**src/hdl/event_log_ring_buffer_defines.svh**
```systemverilog
// assertion macros shared by the event log ring buffer modules
// no dependencies; included by the controller and the datapath
`ifndef EVENT_LOG_RING_BUFFER_DEFINES_SVH
`define EVENT_LOG_RING_BUFFER_DEFINES_SVH

`ifndef SYNTH

// property must hold at every clock edge out of reset
`define ELB_ASSERT(label, clk, rstn, prop) \
    label: assert property (@(posedge clk) disable iff (!(rstn)) (prop)) \
        else $error("event log assertion failed");

// expression must never be true out of reset
`define ELB_NEVER(label, clk, rstn, expr) \
    label: assert property (@(posedge clk) disable iff (!(rstn)) !(expr)) \
        else $error("event log assertion failed");

`else

`define ELB_ASSERT(label, clk, rstn, prop)
`define ELB_NEVER(label, clk, rstn, expr)

`endif

`endif

```
**src/hdl/elb_pkg.sv**
```systemverilog
// shared types and constants of the event log ring buffer
// no dependencies; used by elb_ctrl, elb_datapath and the top level
package elb_pkg;

    // request kinds carried on the input tuser
    localparam logic [1:0] CMD_ADD   = 2'd0;
    localparam logic [1:0] CMD_READ  = 2'd1;
    localparam logic [1:0] CMD_COUNT = 2'd2;

    // daytime window, start inclusive and end exclusive
    localparam logic [4:0] DAY_START = 5'd6;
    localparam logic [4:0] DAY_END   = 5'd18;

    // field widths
    localparam int TIME_W  = 32;
    localparam int HOUR_W  = 5;
    localparam int SEL_W   = 6;
    localparam int FILL_W  = 6;
    localparam int CMD_W   = 2;

    // longest run of entries one read request returns
    localparam int RESULT_CAP = 32;
    localparam int RUN_W      = 6;

    // packed stream widths
    localparam int S_DATA_W = 56;
    localparam int M_DATA_W = 40;

    // commands from the controller to the datapath
    typedef struct packed {
        logic write_event;
        logic start_read;
        logic start_reply;
        logic fetch;
        logic advance;
    } elb_ctrl_t;

    // status from the datapath to the controller
    typedef struct packed {
        logic read_empty;
        logic run_last;
    } elb_stat_t;

endpackage

```
**src/hdl/event_log_ring_buffer.sv**
```systemverilog
// top level of the event log ring buffer: stream ports, controller and datapath
// depends on elb_pkg, elb_ctrl and elb_datapath
//
// Usage:
//   Requests enter on the s_axis channel; tuser selects add, read or count.
//   An add stores {time, day flag} at the head of a ring of LOG_DEPTH
//   entries, overwriting the oldest once full, and returns nothing.
//   A read returns up to max_count entries (at most 32) newest first after
//   skipping start_offset entries, one per cycle on m_axis while tready is high, tlast on the last;
//   with nothing to return it gives one result with tuser (entry valid) low.
//   A count request returns one result with the fill level and tuser low.
//   Every result carries the fill level.
// Sequencing:
//   An add is stored on acceptance. A read first sets the read pointer on
//   acceptance, then does the registered memory read in the fetch state,
//   then delivers one entry per cycle while the receiver is ready, as the
//   next read overlaps delivery. A single-result reply goes straight to
//   the send state. A new request is taken once the last result of
//   the previous one has gone; a stalled receiver holds the current result
//   and the block. Reset empties the log; memory contents are not cleared.
module event_log_ring_buffer #(
    parameter int LOG_DEPTH = 32
) (
    input  logic                           aclk,
    input  logic                           aresetn,
    input  logic                           s_axis_tvalid,
    output logic                           s_axis_tready,
    // event_time[31:0], event_hour[36:32], max_count[42:37], start_offset[48:43], zero pad
    input  logic [elb_pkg::S_DATA_W-1:0]   s_axis_tdata,
    // command[1:0]
    input  logic [elb_pkg::CMD_W-1:0]      s_axis_tuser,
    output logic                           m_axis_tvalid,
    input  logic                           m_axis_tready,
    // entry_time[31:0], entry_day[32], fill_level[38:33], zero pad
    output logic [elb_pkg::M_DATA_W-1:0]   m_axis_tdata,
    // entry_valid[0]
    output logic                           m_axis_tuser,
    output logic                           m_axis_tlast
);

    elb_pkg::elb_ctrl_t               ctl;
    elb_pkg::elb_stat_t               stat;
    logic [elb_pkg::TIME_W-1:0]       entry_time;
    logic                             entry_day;
    logic [elb_pkg::FILL_W-1:0]       fill_level;

    // request sequencing
    elb_ctrl u_ctrl (
        .aclk    (aclk),
        .aresetn (aresetn),
        .s_valid (s_axis_tvalid),
        .s_ready (s_axis_tready),
        .command (s_axis_tuser),
        .m_valid (m_axis_tvalid),
        .m_ready (m_axis_tready),
        .stat    (stat),
        .ctl     (ctl)
    );

    // storage and pointers
    elb_datapath #(
        .LOG_DEPTH (LOG_DEPTH)
    ) u_datapath (
        .aclk         (aclk),
        .aresetn      (aresetn),
        .ctl          (ctl),
        .stat         (stat),
        .event_time   (s_axis_tdata[31:0]),
        .event_hour   (s_axis_tdata[36:32]),
        .max_count    (s_axis_tdata[42:37]),
        .start_offset (s_axis_tdata[48:43]),
        .entry_time   (entry_time),
        .entry_day    (entry_day),
        .entry_valid  (m_axis_tuser),
        .fill_level   (fill_level)
    );

    // result packing
    assign m_axis_tdata = {1'b0, fill_level, entry_day, entry_time};
    assign m_axis_tlast = stat.run_last;

endmodule

```
**src/hdl/elb_datapath.sv**
```systemverilog
// datapath of the event log: entry memory, write pointer, fill count,
// read pointer and run counter; depends on elb_pkg and the defines header
`include "event_log_ring_buffer_defines.svh"

module elb_datapath #(
    parameter int LOG_DEPTH = 32
) (
    input  logic                         aclk,
    input  logic                         aresetn,
    input  elb_pkg::elb_ctrl_t           ctl,
    output elb_pkg::elb_stat_t           stat,
    input  logic [elb_pkg::TIME_W-1:0]   event_time,
    input  logic [elb_pkg::HOUR_W-1:0]   event_hour,
    input  logic [elb_pkg::SEL_W-1:0]    max_count,
    input  logic [elb_pkg::SEL_W-1:0]    start_offset,
    output logic [elb_pkg::TIME_W-1:0]   entry_time,
    output logic                         entry_day,
    output logic                         entry_valid,
    output logic [elb_pkg::FILL_W-1:0]   fill_level
);

    localparam int PTR_W = $clog2(LOG_DEPTH);
    localparam int CNT_W = $clog2(LOG_DEPTH + 1);
    localparam int CMP_W = (CNT_W > elb_pkg::SEL_W) ? CNT_W : elb_pkg::SEL_W;
    localparam int SUM_W = PTR_W + 2;
    localparam int ENT_W = elb_pkg::TIME_W + 1;

    // entry memory, {day, time}
    logic [ENT_W-1:0] mem [LOG_DEPTH];

    logic [PTR_W-1:0]         wp_reg, wp_next;
    logic [CNT_W-1:0]         cnt_reg, cnt_next;
    logic [PTR_W-1:0]         rd_ptr_reg, rd_ptr_next;
    logic [elb_pkg::RUN_W-1:0] remaining_reg, remaining_next;
    logic                     entry_reg, entry_next;
    logic [ENT_W-1:0]         rd_data_reg;

    logic                     day_flag;
    logic [CMP_W-1:0]         maxc_w, start_w, cnt_w, avail, n_raw, n_cap;
    logic [SUM_W-1:0]         addr_sum;
    logic [PTR_W-1:0]         start_addr, ptr_dec, rd_addr;

    // day flag of a new event
    assign day_flag = (event_time == '0) ||
                      (event_hour >= elb_pkg::DAY_START && event_hour < elb_pkg::DAY_END);

    // run length and emptiness of a read request
    always_comb begin
        maxc_w  = CMP_W'(max_count);
        start_w = CMP_W'(start_offset);
        cnt_w   = CMP_W'(cnt_reg);
        avail   = cnt_w - start_w;
        n_raw   = (avail < maxc_w) ? avail : maxc_w;
        n_cap   = (n_raw > CMP_W'(elb_pkg::RESULT_CAP)) ? CMP_W'(elb_pkg::RESULT_CAP) : n_raw;
    end

    assign stat.read_empty = (max_count == '0) || (start_w >= cnt_w);

    // newest entry after the skip: wp - 1 - start, wrapped once
    always_comb begin
        addr_sum = SUM_W'(wp_reg) + SUM_W'(LOG_DEPTH - 1) - SUM_W'(start_offset);
        if (addr_sum >= SUM_W'(LOG_DEPTH)) begin
            start_addr = PTR_W'(addr_sum - SUM_W'(LOG_DEPTH));
        end else begin
            start_addr = PTR_W'(addr_sum);
        end
    end

    // step toward older entries
    assign ptr_dec = (rd_ptr_reg == '0) ? PTR_W'(LOG_DEPTH - 1) : rd_ptr_reg - 1'b1;
    assign rd_addr = ctl.advance ? ptr_dec : rd_ptr_reg;

    // next-state logic
    always_comb begin
        wp_next        = wp_reg;
        cnt_next       = cnt_reg;
        rd_ptr_next    = rd_ptr_reg;
        remaining_next = remaining_reg;
        entry_next     = entry_reg;
        if (ctl.write_event) begin
            wp_next = (wp_reg == PTR_W'(LOG_DEPTH - 1)) ? '0 : wp_reg + 1'b1;
            if (cnt_reg < CNT_W'(LOG_DEPTH)) begin
                cnt_next = cnt_reg + 1'b1;
            end
        end
        if (ctl.start_read) begin
            rd_ptr_next    = start_addr;
            remaining_next = elb_pkg::RUN_W'(n_cap);
            entry_next     = 1'b1;
        end
        if (ctl.start_reply) begin
            entry_next = 1'b0;
        end
        if (ctl.advance) begin
            rd_ptr_next    = ptr_dec;
            remaining_next = remaining_reg - 1'b1;
        end
    end

    // control registers
    always_ff @(posedge aclk) begin
        if (!aresetn) begin
            wp_reg        <= '0;
            cnt_reg       <= '0;
            rd_ptr_reg    <= '0;
            remaining_reg <= '0;
            entry_reg     <= 1'b0;
        end else begin
            wp_reg        <= wp_next;
            cnt_reg       <= cnt_next;
            rd_ptr_reg    <= rd_ptr_next;
            remaining_reg <= remaining_next;
            entry_reg     <= entry_next;
        end
    end

    // entry memory write and registered read
    always_ff @(posedge aclk) begin
        if (ctl.write_event) begin
            mem[wp_reg] <= {day_flag, event_time};
        end
        if (ctl.fetch || ctl.advance) begin
            rd_data_reg <= mem[rd_addr];
        end
    end

    // result fields; a reply without entry carries zero time and day
    assign entry_time    = entry_reg ? rd_data_reg[elb_pkg::TIME_W-1:0] : '0;
    assign entry_day     = entry_reg & rd_data_reg[ENT_W-1];
    assign entry_valid   = entry_reg;
    assign fill_level    = elb_pkg::FILL_W'(cnt_reg);
    assign stat.run_last = !entry_reg || (remaining_reg == elb_pkg::RUN_W'(1));

    `ELB_NEVER(a_cnt_range, aclk, aresetn, cnt_reg > CNT_W'(LOG_DEPTH))
    `ELB_NEVER(a_wp_range, aclk, aresetn, wp_reg > PTR_W'(LOG_DEPTH - 1))
    `ELB_ASSERT(a_advance_left, aclk, aresetn, ctl.advance |-> remaining_reg > elb_pkg::RUN_W'(1))
    `ELB_ASSERT(a_run_nonzero, aclk, aresetn, ctl.start_read |=> remaining_reg != '0)

endmodule

```
**src/hdl/elb_ctrl.sv**
```systemverilog
// controller state machine of the event log: takes requests, sequences
// memory fetches and result delivery; depends on elb_pkg and the defines header
`include "event_log_ring_buffer_defines.svh"

module elb_ctrl (
    input  logic                        aclk,
    input  logic                        aresetn,
    input  logic                        s_valid,
    output logic                        s_ready,
    input  logic [elb_pkg::CMD_W-1:0]   command,
    output logic                        m_valid,
    input  logic                        m_ready,
    input  elb_pkg::elb_stat_t          stat,
    output elb_pkg::elb_ctrl_t          ctl
);

    localparam logic [1:0] ST_IDLE  = 2'd0;
    localparam logic [1:0] ST_FETCH = 2'd1;
    localparam logic [1:0] ST_SEND  = 2'd2;

    logic [1:0] state_reg, state_next;
    logic       s_fire, m_fire;

    assign s_ready = (state_reg == ST_IDLE);
    assign m_valid = (state_reg == ST_SEND);
    assign s_fire  = s_valid && s_ready;
    assign m_fire  = m_valid && m_ready;

    // state transitions and datapath commands
    always_comb begin
        state_next = state_reg;
        ctl        = '0;
        case (state_reg)
            ST_IDLE: begin
                if (s_fire) begin
                    case (command)
                        elb_pkg::CMD_ADD: begin
                            ctl.write_event = 1'b1;
                        end
                        elb_pkg::CMD_READ: begin
                            if (stat.read_empty) begin
                                ctl.start_reply = 1'b1;
                                state_next      = ST_SEND;
                            end else begin
                                ctl.start_read = 1'b1;
                                state_next     = ST_FETCH;
                            end
                        end
                        elb_pkg::CMD_COUNT: begin
                            ctl.start_reply = 1'b1;
                            state_next      = ST_SEND;
                        end
                        default: begin
                            // unused request kind is dropped
                        end
                    endcase
                end
            end
            ST_FETCH: begin
                ctl.fetch  = 1'b1;
                state_next = ST_SEND;
            end
            ST_SEND: begin
                if (m_fire) begin
                    if (stat.run_last) begin
                        state_next = ST_IDLE;
                    end else begin
                        ctl.advance = 1'b1;
                    end
                end
            end
            default: begin
                state_next = ST_IDLE;
            end
        endcase
    end

    // state register
    always_ff @(posedge aclk) begin
        if (!aresetn) begin
            state_reg <= ST_IDLE;
        end else begin
            state_reg <= state_next;
        end
    end

    `ELB_NEVER(a_one_side, aclk, aresetn, s_ready && m_valid)
    `ELB_ASSERT(a_read_fetch, aclk, aresetn, ctl.start_read |=> state_reg == ST_FETCH)
    `ELB_ASSERT(a_last_idle, aclk, aresetn, (m_fire && stat.run_last) |=> s_ready)

endmodule

```
**config.mk**
```make
export PLATFORM = sky130hd
export DESIGN_NAME = event_log_ring_buffer
export DESIGN_NICKNAME = d
export VERILOG_FILES = /design/src/hdl/elb_pkg.sv /design/src/hdl/event_log_ring_buffer.sv /design/src/hdl/elb_datapath.sv /design/src/hdl/elb_ctrl.sv
export VERILOG_INCLUDE_DIRS = /design/src /design/src/hdl
export SDC_FILE = /design/constraint.sdc
export NUM_CORES = 1
export LEC_CHECK = 0
export BUFFER_PORTS_ARGS = -buffer_cell sky130_fd_sc_hd__buf_2
export CORE_ASPECT_RATIO = 1.25
export CORE_MARGIN = 4
export CORE_UTILIZATION = 56
export DETAILED_ROUTE_END_ITERATION = 10
export PLACE_DENSITY_LB_ADDON = 0.2
export REMOVE_ABC_BUFFERS = 1
export SYNTH_ARGS = -nofsm -noshare
export SYNTH_HDL_FRONTEND = slang
export SYNTH_SLANG_ARGS = --single-unit
```
**constraint.sdc**
```tcl
create_clock -name aclk -period 3 [get_ports aclk]
set_input_delay 0.15 -clock aclk [delete_from_list [all_inputs] [get_ports aclk]]
set_output_delay 0.15 -clock aclk [all_outputs]
set_load 0.01 [all_outputs]
```
==> flow_metrics.tcl <==
set metrics [dict create \
    clk_pin_slew_ns 0.06 \
    final_common_cell "edfxtp_1" \
    final_antenna_net_count 0 \
    start_util 0.5667 \
    grt_pass1_vias 26480 \
    p_comb_frac 0.019 \
    fmax_mhz 334.1 \
    yosys_most_used_dff "edfxtp_1" \
    synthAdderAreaFrac 0.008578 \
    antenna_found_initial 3 \
    pwr-share-seq 0.548 \
    cap_violations 0 \
    worstSetupPathType "reg2reg" \
    syn2layout_area_growth_pct 19.68 \
    postSynthCellCount 2629 \
    first_pass_iters 6 \
    vdd_ir_drop_max_v 0.0005634 \
    cp_data_arrival_time_ns 3.42 \
    place_ws_ns -0.06641 \
    synth-compound-area-share 0.05951 \
    tightest_slew_ns 1.010 \
    syn_area_um2 44050 \
    grt_max_degree 73 \
    synthTopCellsByArea "edfxtp_1, mux4_2, nand2_1, a21oi_1, dfxtp_1" \
    intPower_mw 25.02 \
    postLayoutCoreUtil 0.6782 \
    cp-start-kind "flop" \
    end_kind "flop" \
    dpl-instance-area_um2 47730 \
    yosys.cell_types.count 74 \
    grtUsageMet2 0.4776 \
    port_buffers 96 \
    numCtsBuffers 105 \
    routed_wl_um 126400 \
    nFillCells 4992 \
    leakagePower_nw 17.10 \
    synth-simple-area-share 0.07953 \
    grt_usage 0.2911 \
    hold_viol 0 \
    final_cell_mix "edfxtp_1, nand2_1, buf_4, a21oi_1, mux4_2" \
    yosysTopAreaCell "edfxtp_1" \
    max-slew-margin-rel 0.3241 \
    nNetsFinal 3068 \
    ys_seq_elements 1114 \
    largest_reg_flops 1056 \
    clk_latency_ns 0.69 \
    io_pins 106 \
    setup_viol_count_final 0 \
    cts.sinks 1114 \
    r2r_slack_ns 0.007 \
    cts.htree.levels 3 \
    ys_seq_area_frac 0.7537 \
    skew_ns 0.02703 \
    setup_tns_ns 0 \
    setup_ws_ns 0.006796 \
    yosys_warnings 0 \
    clockBufferDepth 3 \
    rsz0062_at_grt "true" \
    via_per_inst 6.524 \
    pwr-share-clk 0.433 \
    die_area_um2 83240 \
    finalCriticalPeriod_ns 2.993 \
    stdcell_area_um2 52720 \
    hpwl_um 68200 \
    die_w_um 258.9 \
    grt_busiest_layer "met2" \
    wl_per_cell_um 30.72 \
    p_sw_mw 6.162 \
    synth_top_family_by_area "simple AND/OR/NAND/NOR gates" \
    muxShareOfSynthArea 0.07587 \
    gr-total-overflow 0 \
    drive_gt1_frac 0.2462 \
    avgSynthCellArea_um2 16.76 \
    slew_viol_final 0 \
    die-height_um 321.6 \
    synth_edf_count 1089 \
    critPathRequiredTime_ns 3.42 \
    yosysTopAreaCellShare 0.7424 \
    drcViolationCount 0 \
    p_per_area_nw_per_um2 591.5 \
    finalCritPeriodShare 0.9977 \
    via_count 26830 \
    total_power_mw 31.19 \
    hold_class "in2reg" \
    cts_root_buf "clkbuf_16" \
    status "finished clean" \
    gp_congestion 0.8497 \
    rows 114 \
    gr-usage-met1 0.3887 \
    netSwitchingFraction 0.1976 \
    met3_usage 0.05654 \
    grt_pass1_wl_um 176100 \
    synth_xor_area_frac 0.002784 \
    crit_fanout 10 \
    synth-async-reset-ratio 0 \
    cts_tree "built" \
    drt_iter0_drc 3586 \
    core_area_um2 77740 \
]
power by group through the flow:
stage | logic (mW) | clock network [mW] | registers, mW
global placement | 0.508 | 0 | 17.4
global route | 0.645 | 14.3 | 17.1
finish | 0.596 | 13.5 | 17.1
detailed placement | 0.534 | 0 | 17.4
floorplan | 0.165 | 0 | 17.4
CTS | 0.574 | 13.6 | 17.1
final cells by class:
| cell class | count | area, µm² | area share |
|---|---|---|---|
| flip-flops and latches | 1114 | 33210 | 0.6298 |
| multi-input cells | 1329 | 10530 | 0.1997 |
| repair buffers | 400 | 4065 | 0.07711 |
| clock buffers | 125 | 2703 | 0.05126 |
| well taps | 1044 | 1306 | 0.02478 |
| clock inverters | 71 | 803.3 | 0.01524 |
| inverters | 27 | 101.3 | 0.001922 |
| diodes | 3 | 7.507 | 0.0001424 |
synthesized netlist by cell type (21+ instances only):
cell and count:
ha_1 27, nand2_1 367, nor3_1 40, dfxtp_1 25, nor4_1 21, edfxtp_1 1089, o32ai_1 36, nor2_1 59
and2_1 34, nor4_2 22, o22ai_1 37, inv_1 26, a21oi_1 160, o211ai_1 64, nand4_1 34, a32oi_1 33
or3_1 35, clkbuf_1 69, buf_2 54, nand3_1 77, mux4_2 127, mux2i_1 35
worst paths after layout:
path	start	end	depth (start not counted)
hold reg to reg	u_datapath.fill_level[5]	u_datapath.fill_level[5]	1
hold / removal	s_axis_tdata[5]	u_datapath.mem[5][5]	1
setup reg to reg	u_datapath.remaining_reg[2]	u_datapath.rd_data_reg[8]	9
setup / recovery	u_datapath.remaining_reg[2]	u_datapath.rd_data_reg[8]	9
through the flow:
stage,instances,hold WS [ns]
finish,4113,0.03043
CTS,4062,0.004003
global placement,3828,0.4042
detailed placement,3829,0.4057
floorplan,2470,0.2489
global route,4112,0.03480
cells by family after synthesis:
| group | after synthesis |
|---|---|
| fa+ha+maj | 29 |
| xor+xnor | 14 |
| flops | 1114 |
| buf+inv | 186 |
| mux | 167 |
| other cells | 1 |
| simple gates | 723 |
| compound gates | 395 |
routing by layer:
metal,share of wire,vias up
met1,0.35,13610
met5,0,-
met4,0.050,0
met2,0.48,1745
met3,0.11,345
li1,-,11140
critical path, stage by stage (launching register included):
cell,delay [ns]
dfxtp_1,0.31
or3_1,0.41
o211a_4,0.28
buf_4,0.16
nor2_8,0.25
buf_12,0.21
buf_4,0.21
mux4_1,0.56
o32ai_1,0.23
nor4_2,0.10
what timing repair did:
item / in CTS / in global routing
buffers inserted: 1 / 31
setup endpoints to repair: 11 / 39
cloned: 2 / 18
hold buffers: 34 / 1
pin swaps: 2 / 24
hold endpoints to repair: 378 / 1
resized for setup: 5 / 67
Note: power is estimated with default switching activity, not from simulation.
